--- config.mk ---
export PLATFORM = sky130hd
export DESIGN_NAME = tcw_front
export DESIGN_NICKNAME = d
export VERILOG_FILES = /design/src/rtl/core/assert_macros.svh /design/src/rtl/core/tcw_pkg.sv /design/src/rtl/core/tcw_front.sv
export SDC_FILE = /design/constraint.sdc
export NUM_CORES = 1
export LEC_CHECK = 0
export BUFFER_PORTS_ARGS = -buffer_cell sky130_fd_sc_hd__buf_4
export CAP_MARGIN = 20
export CORE_MARGIN = 3
export CORE_UTILIZATION = 30
export CTS_BUF_LIST = sky130_fd_sc_hd__clkbuf_8 sky130_fd_sc_hd__clkbuf_16
export DETAILED_ROUTE_END_ITERATION = 8
export HOLD_SLACK_MARGIN = 0.06
export SLEW_MARGIN = 20
export SYNTH_ARGS = -nofsm -noshare
export SYNTH_HDL_FRONTEND = slang
export SYNTH_SLANG_ARGS = --single-unit
--- constraint.sdc ---
create_clock -name clk -period 2.2 [get_ports clk]
set_input_delay 0.11 -clock clk [delete_from_list [all_inputs] [get_ports clk]]
set_output_delay 0.11 -clock clk [all_outputs]
set_load 0.01 [all_outputs]
--- src/rtl/core/assert_macros.svh ---
// Assertion macros shared by the console RTL.
// Depends on nothing; included by files that carry concurrent assertions.
`ifndef ASSERT_MACROS_SVH
`define ASSERT_MACROS_SVH

// Property must hold at every clock edge outside reset.
`define TCW_ASSERT(lbl, clk, rst_n, prop, msg) \
	lbl: assert property (@(posedge clk) disable iff (!rst_n) prop) else $error(msg);

// Condition must never be true outside reset.
`define TCW_NEVER(lbl, clk, rst_n, cond, msg) \
	lbl: assert property (@(posedge clk) disable iff (!rst_n) !(cond)) else $error(msg);

`endif

--- src/rtl/core/tcw_pkg.sv ---
// Shared types and constants of the text console writer.
// Depends on nothing; used by the front end, job queue, screen engine and top level.
`timescale 1ns / 1ps

package tcw_pkg;

	localparam int COLUMNS_DEF    = 80;
	localparam int ROWS_DEF       = 25;
	localparam int ADDR_MAX_W     = 13;
	localparam int JOB_FIFO_DEPTH = 2;

	localparam logic [7:0]  BLANK_CHAR   = 8'h20;
	localparam logic [7:0]  DEFAULT_ATTR = 8'h0F;
	localparam logic [7:0]  NEWLINE_CHAR = 8'h0A;
	localparam logic [15:0] BLANK_CELL   = {DEFAULT_ATTR, BLANK_CHAR};

	typedef enum logic [2:0] {
		OP_PUT    = 3'd0,
		OP_COLOR  = 3'd1,
		OP_CURSOR = 3'd2,
		OP_CLEAR  = 3'd3,
		OP_READ   = 3'd4
	} op_t;

	typedef enum logic [1:0] {
		JOB_NONE  = 2'd0,
		JOB_WRITE = 2'd1,
		JOB_READ  = 2'd2,
		JOB_CLEAR = 2'd3
	} job_kind_t;

	typedef struct packed {
		logic [2:0] op;
		logic [7:0] character;
		logic [3:0] foreground;
		logic [3:0] background;
		logic [4:0] target_row;
		logic [6:0] target_column;
	} cmd_t;

	typedef struct packed {
		logic [4:0]  current_row;
		logic [6:0]  current_column;
		logic [15:0] cell_word;
		logic        did_scroll;
	} rsp_t;

	typedef struct packed {
		job_kind_t               kind;
		logic [ADDR_MAX_W-1:0]   addr;
		logic [15:0]             data;
		logic [7:0]              fill_attr;
		logic [4:0]              current_row;
		logic [6:0]              current_column;
		logic                    did_scroll;
	} job_t;

endpackage

--- src/rtl/core/tcw_front.sv ---
// Command front end: keeps cursor and attribute, turns each command into a screen job.
// Depends on tcw_pkg.
`timescale 1ns / 1ps

module tcw_front #(
	parameter int COLUMNS = tcw_pkg::COLUMNS_DEF,
	parameter int ROWS    = tcw_pkg::ROWS_DEF
) (
	input  logic          clk,
	input  logic          arst_n,
	input  logic          init_done,
	input  logic          cmd_valid,
	output logic          cmd_ready,
	input  tcw_pkg::cmd_t cmd,
	output logic          job_push,
	input  logic          job_full,
	output tcw_pkg::job_t job
);

	localparam int RW = $clog2(ROWS);
	localparam int CW = $clog2(COLUMNS);
	localparam int AW = $clog2(ROWS * COLUMNS);

	logic [RW-1:0] row_q;
	logic [CW-1:0] col_q;
	logic [7:0]    attr_q;

	logic [RW:0]   row_inc;
	logic [CW:0]   col_inc;
	logic [RW-1:0] row_sat;
	logic [CW-1:0] col_sat;
	logic [AW-1:0] cur_addr;
	logic [AW-1:0] tgt_addr;
	logic [RW-1:0] row_n;
	logic [CW-1:0] col_n;
	logic [7:0]    attr_n;
	logic          row_adv;
	logic          scroll;

	assign cmd_ready = init_done && !job_full;
	assign job_push  = cmd_valid && cmd_ready;

	assign row_inc  = {1'b0, row_q} + (RW + 1)'(1);
	assign col_inc  = {1'b0, col_q} + (CW + 1)'(1);
	assign row_sat  = (32'(cmd.target_row) >= ROWS) ? RW'(ROWS - 1) : RW'(cmd.target_row);
	assign col_sat  = (32'(cmd.target_column) >= COLUMNS) ?
		CW'(COLUMNS - 1) : CW'(cmd.target_column);
	assign cur_addr = AW'(row_q * COLUMNS) + AW'(col_q);
	assign tgt_addr = AW'(row_sat * COLUMNS) + AW'(col_sat);

	always_comb begin
		row_n   = row_q;
		col_n   = col_q;
		attr_n  = attr_q;
		row_adv = 1'b0;
		scroll  = 1'b0;
		job     = '0;
		job.kind      = tcw_pkg::JOB_NONE;
		job.fill_attr = attr_q;
		case (cmd.op)
			tcw_pkg::OP_PUT: begin
				if (cmd.character == tcw_pkg::NEWLINE_CHAR) begin
					col_n   = '0;
					row_adv = 1'b1;
				end else begin
					job.kind = tcw_pkg::JOB_WRITE;
					job.addr = tcw_pkg::ADDR_MAX_W'(cur_addr);
					job.data = {attr_q, cmd.character};
					if (col_inc == (CW + 1)'(COLUMNS)) begin
						col_n   = '0;
						row_adv = 1'b1;
					end else begin
						col_n = col_inc[CW-1:0];
					end
				end
				if (row_adv) begin
					if (row_inc == (RW + 1)'(ROWS)) begin
						scroll = 1'b1;
						row_n  = RW'(ROWS - 1);
					end else begin
						row_n = row_inc[RW-1:0];
					end
				end
			end
			tcw_pkg::OP_COLOR: begin
				attr_n = {cmd.background, cmd.foreground};
			end
			tcw_pkg::OP_CURSOR: begin
				row_n = row_sat;
				col_n = col_sat;
			end
			tcw_pkg::OP_CLEAR: begin
				job.kind = tcw_pkg::JOB_CLEAR;
				attr_n   = tcw_pkg::DEFAULT_ATTR;
				row_n    = '0;
				col_n    = '0;
			end
			tcw_pkg::OP_READ: begin
				job.kind = tcw_pkg::JOB_READ;
				job.addr = tcw_pkg::ADDR_MAX_W'(tgt_addr);
			end
			default: begin
			end
		endcase
		job.did_scroll     = scroll;
		job.current_row    = 5'(row_n);
		job.current_column = 7'(col_n);
	end

	always_ff @(posedge clk or negedge arst_n) begin
		if (!arst_n) begin
			row_q  <= '0;
			col_q  <= '0;
			attr_q <= tcw_pkg::DEFAULT_ATTR;
		end else if (job_push) begin
			row_q  <= row_n;
			col_q  <= col_n;
			attr_q <= attr_n;
		end
	end

endmodule

==> impl_metrics.env <==
export IMPL_slew_headroom_pct=58.0
export IMPL_cts_num_sinks=20
export IMPL_clock_latency_ns=0.27
export IMPL_die_area_um2=9240
export IMPL_critical_path_reg2reg_endpoint="row_q[0]$_DFFE_PN0P_"
export IMPL_grt_antenna_before_repair=0
export IMPL_drc_errors=0
export IMPL_worst_r2r_startpoint="row_q[1]$_DFFE_PN0P_"
export IMPL_drive_gt1_share_pct=39.6
export IMPL_synth_edf_count=0
export IMPL_vdd_ir_drop_worst_mv=0.253
export IMPL_area_growth_pct=49.0
export IMPL_synth_seq_cells=20
export IMPL_timing_critical_path_cells="ha_4 > ha_4 > inv_2 > fa_2 > nand4b_1 > xnor2_1 > xor2_1 > o22ai_2 > buf_4"
export IMPL_setup_viol=4
export IMPL_dieHeight_um=96.1
export IMPL_initial_utilization_pct=31.2
export IMPL_layout_filler_cells=768
export IMPL_outcome="complete, but fails checks"
export IMPL_criticalPathCategory="flop to output port"
export IMPL_max_clock_freq_ghz=0.396
export IMPL_setup_ws_ns=-0.328
export IMPL_drt_pass1_iterations=4
export IMPL_worst_slew_pin_transition_ns=0.629
export IMPL_hold_path_startpoint="cmd[13]"
export IMPL_grt_pass1_wl_mm=13.1
export IMPL_drv_slew=0
export IMPL_worstSetupStartpointType="flop"
export IMPL_end_point_of_the_worst_hold_path="attr_q[5]$_DFFE_PN0P_"
export IMPL_floorplan_io_pins=90
export IMPL_wl_per_cell_um=15.8
export IMPL_cts_inserted_buffers=3
export IMPL_fp_dieW_um=96.1
export IMPL_timing_final_crit_period_ns=2.53
export IMPL_cell_area_synth_um2=2440
export IMPL_crit_slowest_cell="fa_2"
export IMPL_synth_top_flop_cell="dfrtp_1"
export IMPL_row_count=32
export IMPL_worst_endpoint_required_ns=2.09
export IMPL_port_buffer_count=87
export IMPL_ys_warn_count=0
export IMPL_worstSetupEndpointType="output port"
export IMPL_cts_root_buffer="clkbuf_8"
export IMPL_cell_mode_on_critical_path="ha_4"
export IMPL_antenna_diode_count=0
export IMPL_period_share_pct=115
export IMPL_core_area_um2=7810
export IMPL_seqCellArea_um2=510
export IMPL_clock_tree_from_tritoncts="done"
export IMPL_power_per_cell_area_nw_per_um2=681
export IMPL_gpl_final_weighted_congestion=0.903
export IMPL_placement_setup_worst_slack_ns=-0.197
export IMPL_cells_after_synthesis=316
export IMPL_cp_max_fo=2
export IMPL_ctsLongestPathBuffers=2
export IMPL_p_leak_nw=1.70
export IMPL_failing_checks="negative setup slack"
export IMPL_via_count_of_the_first_global_routing_pass=2681
export IMPL_antenna_left=0
export IMPL_routed_wl_mm=8.38
export IMPL_clk_pin_slew_ns=0.09
export IMPL_avgViaCountPerCell=5.25
export IMPL_fin_nets=486
export IMPL_h_tree_depth=1
export IMPL_synth_sequential_area_ratio_pct=20.7
export IMPL_rsz0062_at_grt="true"
export IMPL_synthDistinctLibCells=60
export IMPL_detail_route_iter0_violations=146
export IMPL_synth_area_per_cell_um2=7.71
export IMPL_cpPeakStageDelay_ns=0.44
export IMPL_place_hpwl_mm=6.52
export IMPL_whs_ns=0.0687
export IMPL_timing_hold_worst_class="primary input to flop"
export IMPL_grt_util_all_layers_pct=18.1
export IMPL_gr_overflow_total=0
export IMPL_regToRegSetupSlack_ns=0.33
export IMPL_finClkSkew_ns=0.0115
export IMPL_cp_arrival_ns=2.42
export IMPL_ff2ff_path_depth=8
export IMPL_grt_max_degree=21
export IMPL_hold_crit_depth=3
export IMPL_route_vias_total=2775
export IMPL_total_of_max_cap_violations=0
export IMPL_finalHoldViolCount=0
export IMPL_multi_input_comb_area_um2=1900
export IMPL_asyncSetResetFlopFracSynth_pct=100
[report_power, final]
part / leakage, nW / internal, mW / switching (mW)
registers: 0.238 / 0.475 / 0.0949
logic: 1.44 / 0.823 / 0.776
clock network: 0.0288 / 0.160 / 0.145
total: 1.70 / 1.46 / 1.02
[registers in the layout, indices dropped and copies added, names as in the netlist]
register  count
col_q         7
row_q         5
attr_q        8
[worst max path at each step]
| stage | endpoint | slack [ns] | startpoint |
|---|---|---|---|
| 4_1_cts | job[47] | -0.33 | row_q[1]$_DFFE_PN0P_ |
| 5_1_grt | job[47] | -0.45 | row_q[1]$_DFFE_PN0P_ |
| 6_report | job[47] | -0.33 | row_q[1]$_DFFE_PN0P_ |
| 3_3_place_gp | job[46] | -0.07 | cmd[11] |
| 3_5_place_dp | job[47] | -0.20 | cmd[11] |
| 2_1_floorplan | job[47] | -0.006 | row_q[1]$_DFFE_PN0P_ |
[timing repair]
item	4_1_cts	5_1_grt
resized for setup	10	14
hold endpoints to repair	20	0
setup buffers	2	8
pin swaps	8	12
endpoints found under the setup margin	8	11
gates cloned	0	0
hold buffers	1	0
[through the flow]
stage | utilization [%] | instances | setup TNS (ns) | area [um2] | power, mW
detailed placement | 43.2 | 514 | -0.335 | 3370 | 1.93
floorplan | - | 317 | -0.00627 | 2490 | 1.35
CTS | 44.8 | 521 | -0.957 | 3500 | 2.34
global route | 46.5 | 529 | -1.26 | 3630 | 2.65
finish | 46.5 | 529 | -0.866 | 3630 | 2.47
global placement | 43.2 | 514 | -0.131 | 3370 | 1.89
[worst max-delay path, delay by kind of cell (launching register included)]
family	cells	cell delay, ns
compound gates	1	0.09
xor+xnor	2	0.38
fa+ha+maj	3	0.84
buf+inv	2	0.20
flops	1	0.43
simple gates	1	0.20
[layer usage]
metal	track usage (%)	share of wire, %	up-vias
met3	2.66	5.1	10
met1	21.9	41	1317
met2	32.1	52	97
met4	6.40	1.7	0
li1	-	-	1351
met5	0	0	-
[cell usage after synthesis (all sizes together) (4+ instances only)]
library cell  number  area share [%]
nand4              4             1.0
nor2              29             4.5
nand2b             4             1.0
and3               4             1.0
a21oi             19             4.4
and2              16             4.2
buf               10             2.4
dfrtp             16              16
o22ai              9             2.3
dfstp              4             4.3
clkbuf             9             1.4
ha                19             9.8
xnor2             11             4.0
o21ai             22             5.0
a21o               8             2.5
inv               20             3.1
nor3               7             2.4
o211ai             5             1.5
xor2               6             2.2
nand2             27             4.2
nand3             18             3.7
[final cells by class]
type                            count  share of cell area [%]
Multi-Input combinational cell    258                    52.4
Timing Repair Buffer              125                    26.4
Sequential cell                    20                    14.1
Tap cell                          102                    3.51
Inverter                           20                    2.07
Clock buffer                        4                    1.52
[layout by cell type (no fill, tap or decap), drive strengths merged, types with 4 or more instances in the layout]
cell type and instances:
dfstp 4, clkbuf 4, xor2 6, nand3 18, nand2 27, nor3 7, and2 16, a21o 8
o22ai 9, ha 19, dfrtp 16, inv 20, buf 124, and3 4, xnor2 11, nor2 29
o21ai 22, nand4 4, nand2b 4, a21oi 19, o211ai 5
[cells by family after synthesis]
kind of cell	after synthesis	synth area share, %
simple gates	124	27.1
compound gates	91	25.6
buf+inv	39	6.83
fa+ha+maj	23	12.6
flops	20	20.7
xor+xnor	17	6.11
other cells	1	0.154
mux	1	0.924
No activity file was read; power rests on OpenSTA's default activity.
