### src/rtl/core/assert_macros.svh
// Assertion macros shared by the console RTL.
// Depends on nothing; included by files that carry concurrent assertions.
`ifndef ASSERT_MACROS_SVH
`define ASSERT_MACROS_SVH

// Property must hold at every clock edge outside reset.
`define TCW_ASSERT(lbl, clk, rst_n, prop, msg) \
	lbl: assert property (@(posedge clk) disable iff (!rst_n) prop) else $error(msg);

// Condition must never be true outside reset.
`define TCW_NEVER(lbl, clk, rst_n, cond, msg) \
	lbl: assert property (@(posedge clk) disable iff (!rst_n) !(cond)) else $error(msg);

`endif

### src/rtl/core/tcw_pkg.sv
// Shared types and constants of the text console writer.
// Depends on nothing; used by the front end, job queue, screen engine and top level.
`timescale 1ns / 1ps

package tcw_pkg;

	localparam int COLUMNS_DEF    = 80;
	localparam int ROWS_DEF       = 25;
	localparam int ADDR_MAX_W     = 13;
	localparam int JOB_FIFO_DEPTH = 2;

	localparam logic [7:0]  BLANK_CHAR   = 8'h20;
	localparam logic [7:0]  DEFAULT_ATTR = 8'h0F;
	localparam logic [7:0]  NEWLINE_CHAR = 8'h0A;
	localparam logic [15:0] BLANK_CELL   = {DEFAULT_ATTR, BLANK_CHAR};

	typedef enum logic [2:0] {
		OP_PUT    = 3'd0,
		OP_COLOR  = 3'd1,
		OP_CURSOR = 3'd2,
		OP_CLEAR  = 3'd3,
		OP_READ   = 3'd4
	} op_t;

	typedef enum logic [1:0] {
		JOB_NONE  = 2'd0,
		JOB_WRITE = 2'd1,
		JOB_READ  = 2'd2,
		JOB_CLEAR = 2'd3
	} job_kind_t;

	typedef struct packed {
		logic [2:0] op;
		logic [7:0] character;
		logic [3:0] foreground;
		logic [3:0] background;
		logic [4:0] target_row;
		logic [6:0] target_column;
	} cmd_t;

	typedef struct packed {
		logic [4:0]  current_row;
		logic [6:0]  current_column;
		logic [15:0] cell_word;
		logic        did_scroll;
	} rsp_t;

	typedef struct packed {
		job_kind_t               kind;
		logic [ADDR_MAX_W-1:0]   addr;
		logic [15:0]             data;
		logic [7:0]              fill_attr;
		logic [4:0]              current_row;
		logic [6:0]              current_column;
		logic                    did_scroll;
	} job_t;

endpackage

### src/rtl/core/tcw_job_fifo.sv
// Short job queue between the command front end and the screen engine.
// Depends on tcw_pkg.
`timescale 1ns / 1ps

module tcw_job_fifo (
	input  logic          clk,
	input  logic          arst_n,
	input  logic          push,
	input  tcw_pkg::job_t wjob,
	output logic          full,
	input  logic          pop,
	output logic          empty,
	output tcw_pkg::job_t head
);

	localparam int DEPTH = tcw_pkg::JOB_FIFO_DEPTH;
	localparam int PW    = (DEPTH > 1) ? $clog2(DEPTH) : 1;
	localparam int CNTW  = $clog2(DEPTH + 1);

	tcw_pkg::job_t   mem_q [DEPTH];
	logic [PW-1:0]   wptr_q;
	logic [PW-1:0]   rptr_q;
	logic [CNTW-1:0] count_q;

	assign full  = (count_q == CNTW'(DEPTH));
	assign empty = (count_q == '0);
	assign head  = mem_q[rptr_q];

	always_ff @(posedge clk) begin
		if (push) begin
			mem_q[wptr_q] <= wjob;
		end
	end

	always_ff @(posedge clk or negedge arst_n) begin
		if (!arst_n) begin
			wptr_q  <= '0;
			rptr_q  <= '0;
			count_q <= '0;
		end else begin
			if (push) begin
				wptr_q <= (wptr_q == PW'(DEPTH - 1)) ? '0 : wptr_q + PW'(1);
			end
			if (pop) begin
				rptr_q <= (rptr_q == PW'(DEPTH - 1)) ? '0 : rptr_q + PW'(1);
			end
			if (push && !pop) begin
				count_q <= count_q + CNTW'(1);
			end else if (pop && !push) begin
				count_q <= count_q - CNTW'(1);
			end
		end
	end

endmodule

### config.mk
export PLATFORM = sky130hd
export DESIGN_NAME = tcw_job_fifo
export DESIGN_NICKNAME = d
export VERILOG_FILES = /design/src/rtl/core/assert_macros.svh /design/src/rtl/core/tcw_pkg.sv /design/src/rtl/core/tcw_job_fifo.sv
export SDC_FILE = /design/constraint.sdc
export NUM_CORES = 1
export LEC_CHECK = 0
export BUFFER_PORTS_ARGS = -buffer_cell sky130_fd_sc_hd__clkbuf_2
export CORE_MARGIN = 1
export CORE_UTILIZATION = 44
export CTS_CLUSTER_SIZE = 12
export DETAILED_ROUTE_END_ITERATION = 16
export PLACE_DENSITY = 0.68
export SYNTH_ARGS = -nofsm -noshare
export SYNTH_HDL_FRONTEND = slang
export SYNTH_SLANG_ARGS = --single-unit
### constraint.sdc
create_clock -name clk -period 3.6 [get_ports clk]
set_input_delay 0.54 -clock clk [delete_from_list [all_inputs] [get_ports clk]]
set_output_delay 0.54 -clock clk [all_outputs]
set_load 0.01 [all_outputs]
==> results of run 1 <==
## worst min path at each step
| stage | depth (start not counted) | endpoint | slack (ps) | start |
|---|---|---|---|---|
| after global routing | 1 | mem_q[0][16] | 340 | wjob[16] |
| final | 1 | mem_q[1][19] | 370 | wjob[19] |
| after CTS | 1 | mem_q[1][19] | 340 | wjob[19] |
| after floorplan | 0 | count_q[0] | 240 | arst_n |
| after detailed placement | 1 | count_q[1] | 350 | arst_n |
| after global placement | 1 | count_q[1] | 350 | arst_n |
## metrics by stage
step	hold slack, ps	std cells	total power, mW
after detailed placement	352	412	3.06
after floorplan	244	178	2.75
after global routing	335	429	3.91
after global placement	351	412	3.04
final	365	429	3.72
after CTS	338	429	3.78
## power breakdown
group	switching, mW	internal (mW)
Combinational	0.452	0.656
Sequential	0.226	1.67
Clock	0.395	0.324
## registers in the layout, indices dropped and copies added, names as in the netlist
name / count
mem_q: 104
wptr_q: 1
rptr_q: 1
count_q: 2
## cell families after synthesis
logic type,after synthesis,share of synthesized area (%)
flip-flops,108,76.9
multiplexers,52,18.4
buffers and inverters,7,2.75
XOR/XNOR,5,1.05
AND/OR/NAND/NOR,5,0.627
adder cells (fa/ha/maj),1,0.299
## final cells by class
cell class	count	area, µm²	share of cell area, %
clock buffer	9	124	2.45
timing repair buffer	112	596	11.8
clock inverter	7	75.1	1.49
sequential	108	3230	63.9
tap	129	161	3.20
inverter	1	3.75	0.0744
multi-input combinational	63	861	17.1
## layout by cell type, fill, tap and decap left out
cell           netlist  layout
buf_12               5       2
dlygate4sd3_1        0       1
and2_2               0       1
edfxtp_1           104     104
dfrtp_4              0       1
bufinv_16            0       1
clkbuf_2             0     109
nor2b_4              0       1
inv_1                1       1
dfrtp_1              4       3
xor2_1               4       4
mux2_2               3       3
clkbuf_8             0       9
nor2_1               2       2
clkinvlp_4           0       2
nor2b_1              2       1
inv_6                0       1
clkinv_1             0       1
mux2_4              49      49
xnor2_1              1       1
clkinv_4             0       2
ha_1                 1       1
## metal layers
metal,wire [µm],up-vias,share of wire (%),global-route usage [%]
met5,0,-,0,0
met4,84,0,1.4,5.09
met3,413,7,6.9,4.43
met2,3010,70,50,20.1
met1,2510,936,42,15.7
li1,-,930,-,-
## repair_timing
action,4_1_cts,5_1_grt
buffers inserted,0,0
hold buffers,1,0
hold endpoints to repair,4,0
==> metrics.yaml, run 1 <==
final_layout:
  area_growth_pct: 20.5
  fin_area_um2: 5050
  final_util_pct: 54.6
  fillers: 750
  antenna_cells: 0
  layout-drive-gt1-share_pct: 60.3
  nNetsFinal: 352
setup_path:
  crit_path_top_delay_cell: "dfrtp_4"
  crit_path_end: "head[32]"
  path_cells: "mux2_2, clkbuf_2"
  critPathKind: "register to output port"
  critPathMaxStageDelay_ps: 1080
  worstPathRequired_ps: 3060
  cp_top_family: "flip-flops"
  r2r_start: "wptr_q"
  worst-path-stages: 2
  reg2reg_to: "mem_q[0][24]"
  crit_path_start: "rptr_q"
  crit_path_start_kind: "register"
  reg2reg_slack_ps: 1890
  path_buf_inv: 1
  end_kind: "output port"
  crit_path_max_fanout: 53
  critPathArrivalTime_ps: 2020
  ff2ff_path_depth: 2
power_and_ir_drop:
  irDropWorstVdd_mv: 0.469
  p_leak_nw: 2.05
  pwr_density_cell_nw_per_um2: 737
cts:
  cts.htree.levels: 3
  root_buffer: "clkbuf_8"
  cts_buffer_depth: 2
  clk_pin_slew_ps: 100
  clock_latency_ps: 360
  post_cts_resized: 0
  cts_tree: "done"
  cts.sinks: 108
  cts_made_buffers: 9
drt:
  drc_errors: 0
  avgRoutedWirePerCell_um: 14.0
  num_vias: 1943
  wl_um: 6020
  final_antenna_net_count: 0
  dr.pass1.iters: 4
  viasPerCell: 4.53
  drtIter0Drc: 68
status:
  outcome: "finished clean"
synthesis:
  async_flop_share_pct: 3.70
  ys_seq_area_share_pct: 76.9
  syn_nets: 235
  synth_top_cell_by_area: "edfxtp_1"
  synthCells: 178
  netlist_area_um2: 4190
  syn_avg_cell_area_um2: 23.5
  ys_ff_latch: 108
  yosys.area.top_type_share_pct: 74.5
  yosysMostFrequentCell: "edfxtp_1"
  ys_types: 13
  yosys-top-cells-area: "edfxtp_1 (75%), mux2_4 (18%), buf_12 (2.4%), dfrtp_1 (2.4%), xor2_1 (0.84%)"
  synth_edf_count: 104
  synth_common_cells: "edfxtp_1 (104), mux2_4 (49), buf_12 (5)"
  yosys_warnings: 0
  synth_flop_cell: "edfxtp_1"
timing:
  fin_ws_ps: 1040
  rsz0062_at_grt: "false"
  tns_ps: 0
  setup_viol: 0
  tightest_slew_ps: 975
  slew_violations: 0
  min_period_ps: 2560
  fin_skew_ps: 9.85
  slew_headroom_pct: 35.0
  clock.fmax_mhz: 391
  hold_viol: 0
  period_share_pct: 71.1
grt:
  grt_pass1_wl_um: 9130
  grt_max_degree: 54
  first_global_vias: 1888
  overflow: 0
  grt_usage_pct: 12.6
  antenna_found_initial: 0
place:
  hpwlAfterDp_um: 3880
  port_buffers: 109
  dpl_cell_area_um2: 4840
  place_congestion: 0.647
  post-place-ws_ps: 1410
floorplanning:
  fp.dieArea_um2: 9920
  coreArea_um2: 9240
  dieWidth_um: 99.6
  die_h_um: 99.6
  io_pins: 110
  row_count: 35
  start_util_pct: 45.3
hold_path:
  hold_class: "primary input to register"
run:
  maxCapViolCount: 0
(Power assumes the default switching activity.)
==> inputs of run 2 (changes only) <==
--- a/config.mk
+++ b/config.mk
@@ -10,7 +10,7 @@
 export CORE_UTILIZATION = 44
 export CTS_CLUSTER_SIZE = 12
 export DETAILED_ROUTE_END_ITERATION = 16
-export PLACE_DENSITY = 0.68
+export PLACE_DENSITY = 0.71
 export SYNTH_ARGS = -nofsm -noshare
 export SYNTH_HDL_FRONTEND = slang
 export SYNTH_SLANG_ARGS = --single-unit
==> constraint.sdc (replaced) <==
create_clock -name clk -period 2.2 [get_ports clk]
set_input_delay 0.33 -clock clk [delete_from_list [all_inputs] [get_ports clk]]
set_output_delay 0.33 -clock clk [all_outputs]
set_load 0.01 [all_outputs]
==> metrics.yaml, run 2 (same netlist as run 1, synthesis figures left out) <==
power_and_ir_drop:
  irDropWorstVdd_mv: 0.525
  p_int_mw: 4.28
  p_total_mw: 6.05
  pwr_density_cell_nw_per_um2: 1200
  p_switching_mw: 1.78
  seqPwrFrac_pct: 48.3
  power_frac_comb_pct: 34.4
  swShare_pct: 29.3
  p_leak_nw: 2.07
  p_clk_share_pct: 17.3
timing:
  setup_viol: 0
  fin_skew_ps: 10.2
  period_share_pct: 90.3
  slew_headroom_pct: 72.7
  rsz0062_at_grt: "false"
  slew_violations: 0
  hold_ws_ps: 151
  tightest_slew_ps: 410
  tns_ps: 0
  hold_viol: 0
  clock.fmax_mhz: 503
  min_period_ps: 1990
drt:
  num_vias: 1983
  avgRoutedWirePerCell_um: 14.9
  final_antenna_net_count: 0
  viasPerCell: 4.57
  dr.pass1.iters: 4
  wl_um: 6480
  drtIter0Drc: 44
  drc_errors: 0
floorplanning:
  fp.dieArea_um2: 9920
  coreArea_um2: 9240
  io_pins: 110
  start_util_pct: 45.3
  dieWidth_um: 99.6
  die_h_um: 99.6
  row_count: 35
setup_path:
  ff2ff_path_depth: 2
  worstPathRequired_ps: 1870
  crit_path_max_fanout: 18
  critPathArrivalTime_ps: 1660
  path_cells: "buf_12, mux2_4, clkbuf_2"
  r2r_start: "wptr_q"
  critPathMaxStageDelay_ps: 610
  reg2reg_slack_ps: 890
  reg2reg_to: "mem_q[1][45]"
  crit_path_top_delay_cell: "dfrtp_4"
  crit_path_start_kind: "register"
  end_kind: "output port"
  critPathKind: "register to output port"
final_layout:
  antenna_cells: 0
  nNetsFinal: 357
  reg_top3: "mem_q: 104 flops, count_q: 2 flops"
  final_common_cell: "clkbuf_2"
  area_growth_pct: 20.8
  mostFrequentLayoutCells: "clkbuf_2 (109), edfxtp_1 (104), mux2_4 (49)"
  largest_reg_flops: 104
  top_register: "mem_q"
  layout-drive-gt1-share_pct: 60.3
hold_path:
  hold-path-cell-count: 1
  hold_class: "primary input to register"
  hold_path.startpoint: "wjob[43]"
  min_to: "mem_q[0][43]"
grt:
  first_global_vias: 2033
  grt_pass1_wl_um: 9990
  grt_usage_pct: 14.1
  grt_max_degree: 31
  antenna_found_initial: 0
  overflow: 0
cts:
  cts_made_buffers: 9
  clk_pin_slew_ps: 100
  root_buffer: "clkbuf_8"
  cts.htree.levels: 3
  cts_buffer_depth: 2
  post_cts_resized: 0
  cts_tree: "done"
  cts.sinks: 108
  clock_latency_ps: 360
place:
  place_congestion: 0.592
  hpwlAfterDp_um: 4280
  port_buffers: 109
run:
  maxCapViolCount: 0
status:
  outcome: "finished clean"
## run 2: changes by cell type in the layout (fill, tap and decap cells not counted), sizes merged
| cell | delta |
|---|---|
| bufinv | -1 |
| buf | +5 |
| clkbuf | +2 |
| clkinvlp | -1 |
## run 2: layer usage
metal	vias to the layer above	GRT usage (%)	routed length, µm
li1	938	-	-
met1	964	16.7	2650
met2	72	22.6	3280
met3	9	5.34	438
met4	0	6.79	100
met5	-	0	0
## run 2: power by group through the flow
| stage | registers (mW) | clock network, mW | logic, mW |
|---|---|---|---|
| 2_1_floorplan | 2.88 | 0 | 1.62 |
| 3_3_place_gp | 3.01 | 0 | 2.02 |
| 3_5_place_dp | 3.03 | 0 | 2.03 |
| 4_1_cts | 2.98 | 1.09 | 2.03 |
| 5_1_grt | 2.97 | 1.18 | 2.24 |
| 6_report | 2.92 | 1.05 | 2.08 |
## run 2: worst max path at each step
stage | cells after the start | to | start
floorplan | 1 | mem_q[0][0] | wptr_q
global placement | 3 | head[21] | rptr_q
detailed placement | 3 | head[21] | rptr_q
CTS | 3 | head[21] | rptr_q
global route | 3 | head[21] | rptr_q
finish | 3 | head[21] | rptr_q
## run 2: final cells by class
type | instances | area, µm²
repair buffers | 117 | 641
inverters | 1 | 3.75
fillers | 749 | 4180
flip-flops and latches | 108 | 3230
well taps | 129 | 161
multi-input cells | 63 | 861
clock buffers | 11 | 131
clock inverters | 5 | 37.5
## run 2: critical path: cells and delay by family, from the launching register on
| family | cells | cell delay, ps |
|---|---|---|
| buf+inv | 2 | 360 |
| flops | 1 | 610 |
| mux | 1 | 320 |
## run 2: through the flow
| step | utilization [%] | instance area [µm²] | setup WS [ps] | instances |
|---|---|---|---|---|
| final | 54.8 | 5060 | 213 | 434 |
| after detailed placement | 52.7 | 4870 | 424 | 416 |
| after global placement | 52.7 | 4870 | 426 | 416 |
| after global routing | 54.8 | 5060 | 123 | 434 |
| after CTS | 54.6 | 5050 | 10.7 | 433 |
| after floorplan | - | 4190 | 12.6 | 178 |
## run 2: timing repair
item / CTS / global route
hold buffers: 1 / 0
hold endpoints to repair: 4 / 0
setup buffers: 0 / 1
setup endpoints to repair: 0 / 22
==> inputs of run 3 (changes only) <==
--- a/config.mk
+++ b/config.mk
@@ -5,12 +5,15 @@
 export SDC_FILE = /design/constraint.sdc
 export NUM_CORES = 1
 export LEC_CHECK = 0
+export ABC_AREA = 1
 export BUFFER_PORTS_ARGS = -buffer_cell sky130_fd_sc_hd__clkbuf_2
+export CELL_PAD_IN_SITES_DETAIL_PLACEMENT = 0
+export CELL_PAD_IN_SITES_GLOBAL_PLACEMENT = 1
 export CORE_MARGIN = 1
-export CORE_UTILIZATION = 44
+export CORE_UTILIZATION = 40
 export CTS_CLUSTER_SIZE = 12
 export DETAILED_ROUTE_END_ITERATION = 16
-export PLACE_DENSITY = 0.71
+export PLACE_DENSITY_LB_ADDON = 0.1
 export SYNTH_ARGS = -nofsm -noshare
 export SYNTH_HDL_FRONTEND = slang
 export SYNTH_SLANG_ARGS = --single-unit
==> metrics.yaml, run 3 <==
synthesis:
  ys_ff_latch: 108
  yosys-top-cells-area: "edfxtp_1 (74%), mux2_4 (17%), buf_12 (2.4%), dfrtp_1 (2.4%), mux2_2 (0.80%)"
  synth_common_cells: "edfxtp_1 (104), mux2_4 (49), inv_1 (7)"
  synthCells: 187
  yosysMostFrequentCell: "edfxtp_1"
  yosys.area.top_type_share_pct: 74.2
  ys_types: 14
  synth_edf_count: 104
  yosys_warnings: 0
  synth_top_cell_by_area: "edfxtp_1"
  netlist_area_um2: 4210
  syn_nets: 244
  ys_seq_area_share_pct: 76.6
  syn_avg_cell_area_um2: 22.5
  async_flop_share_pct: 3.70
  synth_flop_cell: "edfxtp_1"
cts:
  cts_buffer_depth: 2
  cts.sinks: 108
  root_buffer: "clkbuf_8"
  cts_setup_buffers: 0
  cts.htree.levels: 3
  cts_made_buffers: 9
  clk_pin_slew_ps: 90
  cts_tree: "done"
  clock_latency_ps: 350
final_layout:
  register_area_um2: 3230
  reg_top3: "mem_q: 104 flops, count_q: 2 flops"
  antenna_cells: 0
  fillers: 895
  multi_input_area_um2: 857
  final_cells: 448
  largest_reg_flops: 104
  nNetsFinal: 365
  final_common_cell: "clkbuf_2"
  area_growth_pct: 20.9
  top_register: "mem_q"
  mostFrequentLayoutCells: "clkbuf_2 (109), edfxtp_1 (104), mux2_4 (49)"
  layout-drive-gt1-share_pct: 58.7
grt:
  overflow: 0
  grt_usage_pct: 13.0
  antenna_found_initial: 0
  grt_pass1_wl_um: 10500
  first_global_vias: 2032
  grt_max_degree: 35
run:
  maxCapViolCount: 0
drt:
  dr.pass1.iters: 4
  final_antenna_net_count: 0
  num_vias: 2020
  drtIter0Drc: 49
  viasPerCell: 4.51
  avgRoutedWirePerCell_um: 14.7
  drc_errors: 0
  wl_um: 6600
setup_path:
  worstPathRequired_ps: 1870
  crit_path_start_kind: "register"
  end_kind: "output port"
  crit_path_max_fanout: 24
  critPathArrivalTime_ps: 1690
  critPathKind: "register to output port"
timing:
  min_period_ps: 2020
  hold_viol: 0
  slew_headroom_pct: 68.3
  tightest_slew_ps: 475
  tns_ps: 0
  setup_viol: 0
  slew_violations: 0
  fin_skew_ps: 8.48
  rsz0062_at_grt: "false"
  clock.fmax_mhz: 494
  period_share_pct: 92.0
floorplanning:
  die_h_um: 105
  io_pins: 110
  fp.dieArea_um2: 10900
  row_count: 37
  start_util_pct: 41.0
  coreArea_um2: 10300
  dieWidth_um: 105
power_and_ir_drop:
  pwr_density_cell_nw_per_um2: 1200
  p_leak_nw: 2.10
  irDropWorstVdd_mv: 0.489
place:
  place_congestion: 0.676
  dp.cells: 432
  hpwlAfterDp_um: 4340
  port_buffers: 109
hold_path:
  hold_class: "primary input to register"
status:
  outcome: "finished clean"
==> run 3: layout make-up <==
cell class              count  area share (%)
clock buffers              11            2.58
clock inverters             4            1.01
inverters                   7           0.516
multi-input cells          66            16.8
flip-flops and latches    108            63.4
well taps                 136            3.34
repair buffers            116            12.3
==> run 3: where the power goes <==
group / switching, mW / total, mW / internal [mW]
Clock: 0.612 / 1.13 / 0.522
Sequential: 0.166 / 2.90 / 2.73
Combinational: 0.993 / 2.09 / 1.10
==> run 3: metrics by stage <==
stage | setup WS, ps | hold WS, ps | total power [mW] | cell area, µm² | utilization [%]
after CTS | 137 | 139 | 6.25 | 5090 | 49.5
after detailed placement | 546 | 149 | 5.10 | 4900 | 47.6
after global routing | 104 | 130 | 6.47 | 5090 | 49.5
after floorplan | 8.45 | 34.4 | 4.51 | 4210 | -
after global placement | 558 | 148 | 5.08 | 4900 | 47.6
final | 176 | 164 | 6.13 | 5090 | 49.5
==> run 3: kinds of logic after synthesis <==
group | Yosys count | share of synthesized area, %
xor gates and xnor gates | 3 | 0.624
adders and majority gates | 1 | 0.297
buffers and inverters | 13 | 3.27
DFF | 108 | 76.6
muxes | 52 | 18.3
and+or+nand+nor | 10 | 0.981
==> run 3: worst max-delay path, stage by stage, from the launching register on <==
cell,delay [ps]
dfrtp_4,580
buf_12,250
mux2_2,370
clkbuf_2,130
==> run 3: worst paths after layout <==
| check | end | slack [ps] | depth (start not counted) | from |
|---|---|---|---|---|
| setup / recovery | head[32] | 180 | 3 | rptr_q |
| hold / removal | mem_q[0][38] | 160 | 1 | wjob[38] |
| setup reg to reg | mem_q[1][4] | 840 | 3 | wptr_q |
| hold reg to reg | count_q[1] | 510 | 2 | count_q[1] |
| max in group asynchronous | rptr_q | 1740 | 2 | arst_n |
| min in group asynchronous | count_q[1] | 310 | 2 | arst_n |
==> run 3: timing repair <==
item	4_1_cts	5_1_grt
gates resized for setup	0	0
hold buffers	1	0
hold endpoints to repair	4	0
endpoints found under the setup margin	0	0
==> run 3: layer usage <==
| layer | GRT usage (%) | vias up | part of all wire [%] |
|---|---|---|---|
| met5 | 0 | - | 0 |
| met4 | 6.04 | 0 | 1.6 |
| met3 | 2.93 | 9 | 5.0 |
| met2 | 20.0 | 66 | 48 |
| met1 | 17.5 | 985 | 46 |
| li1 | - | 960 | - |
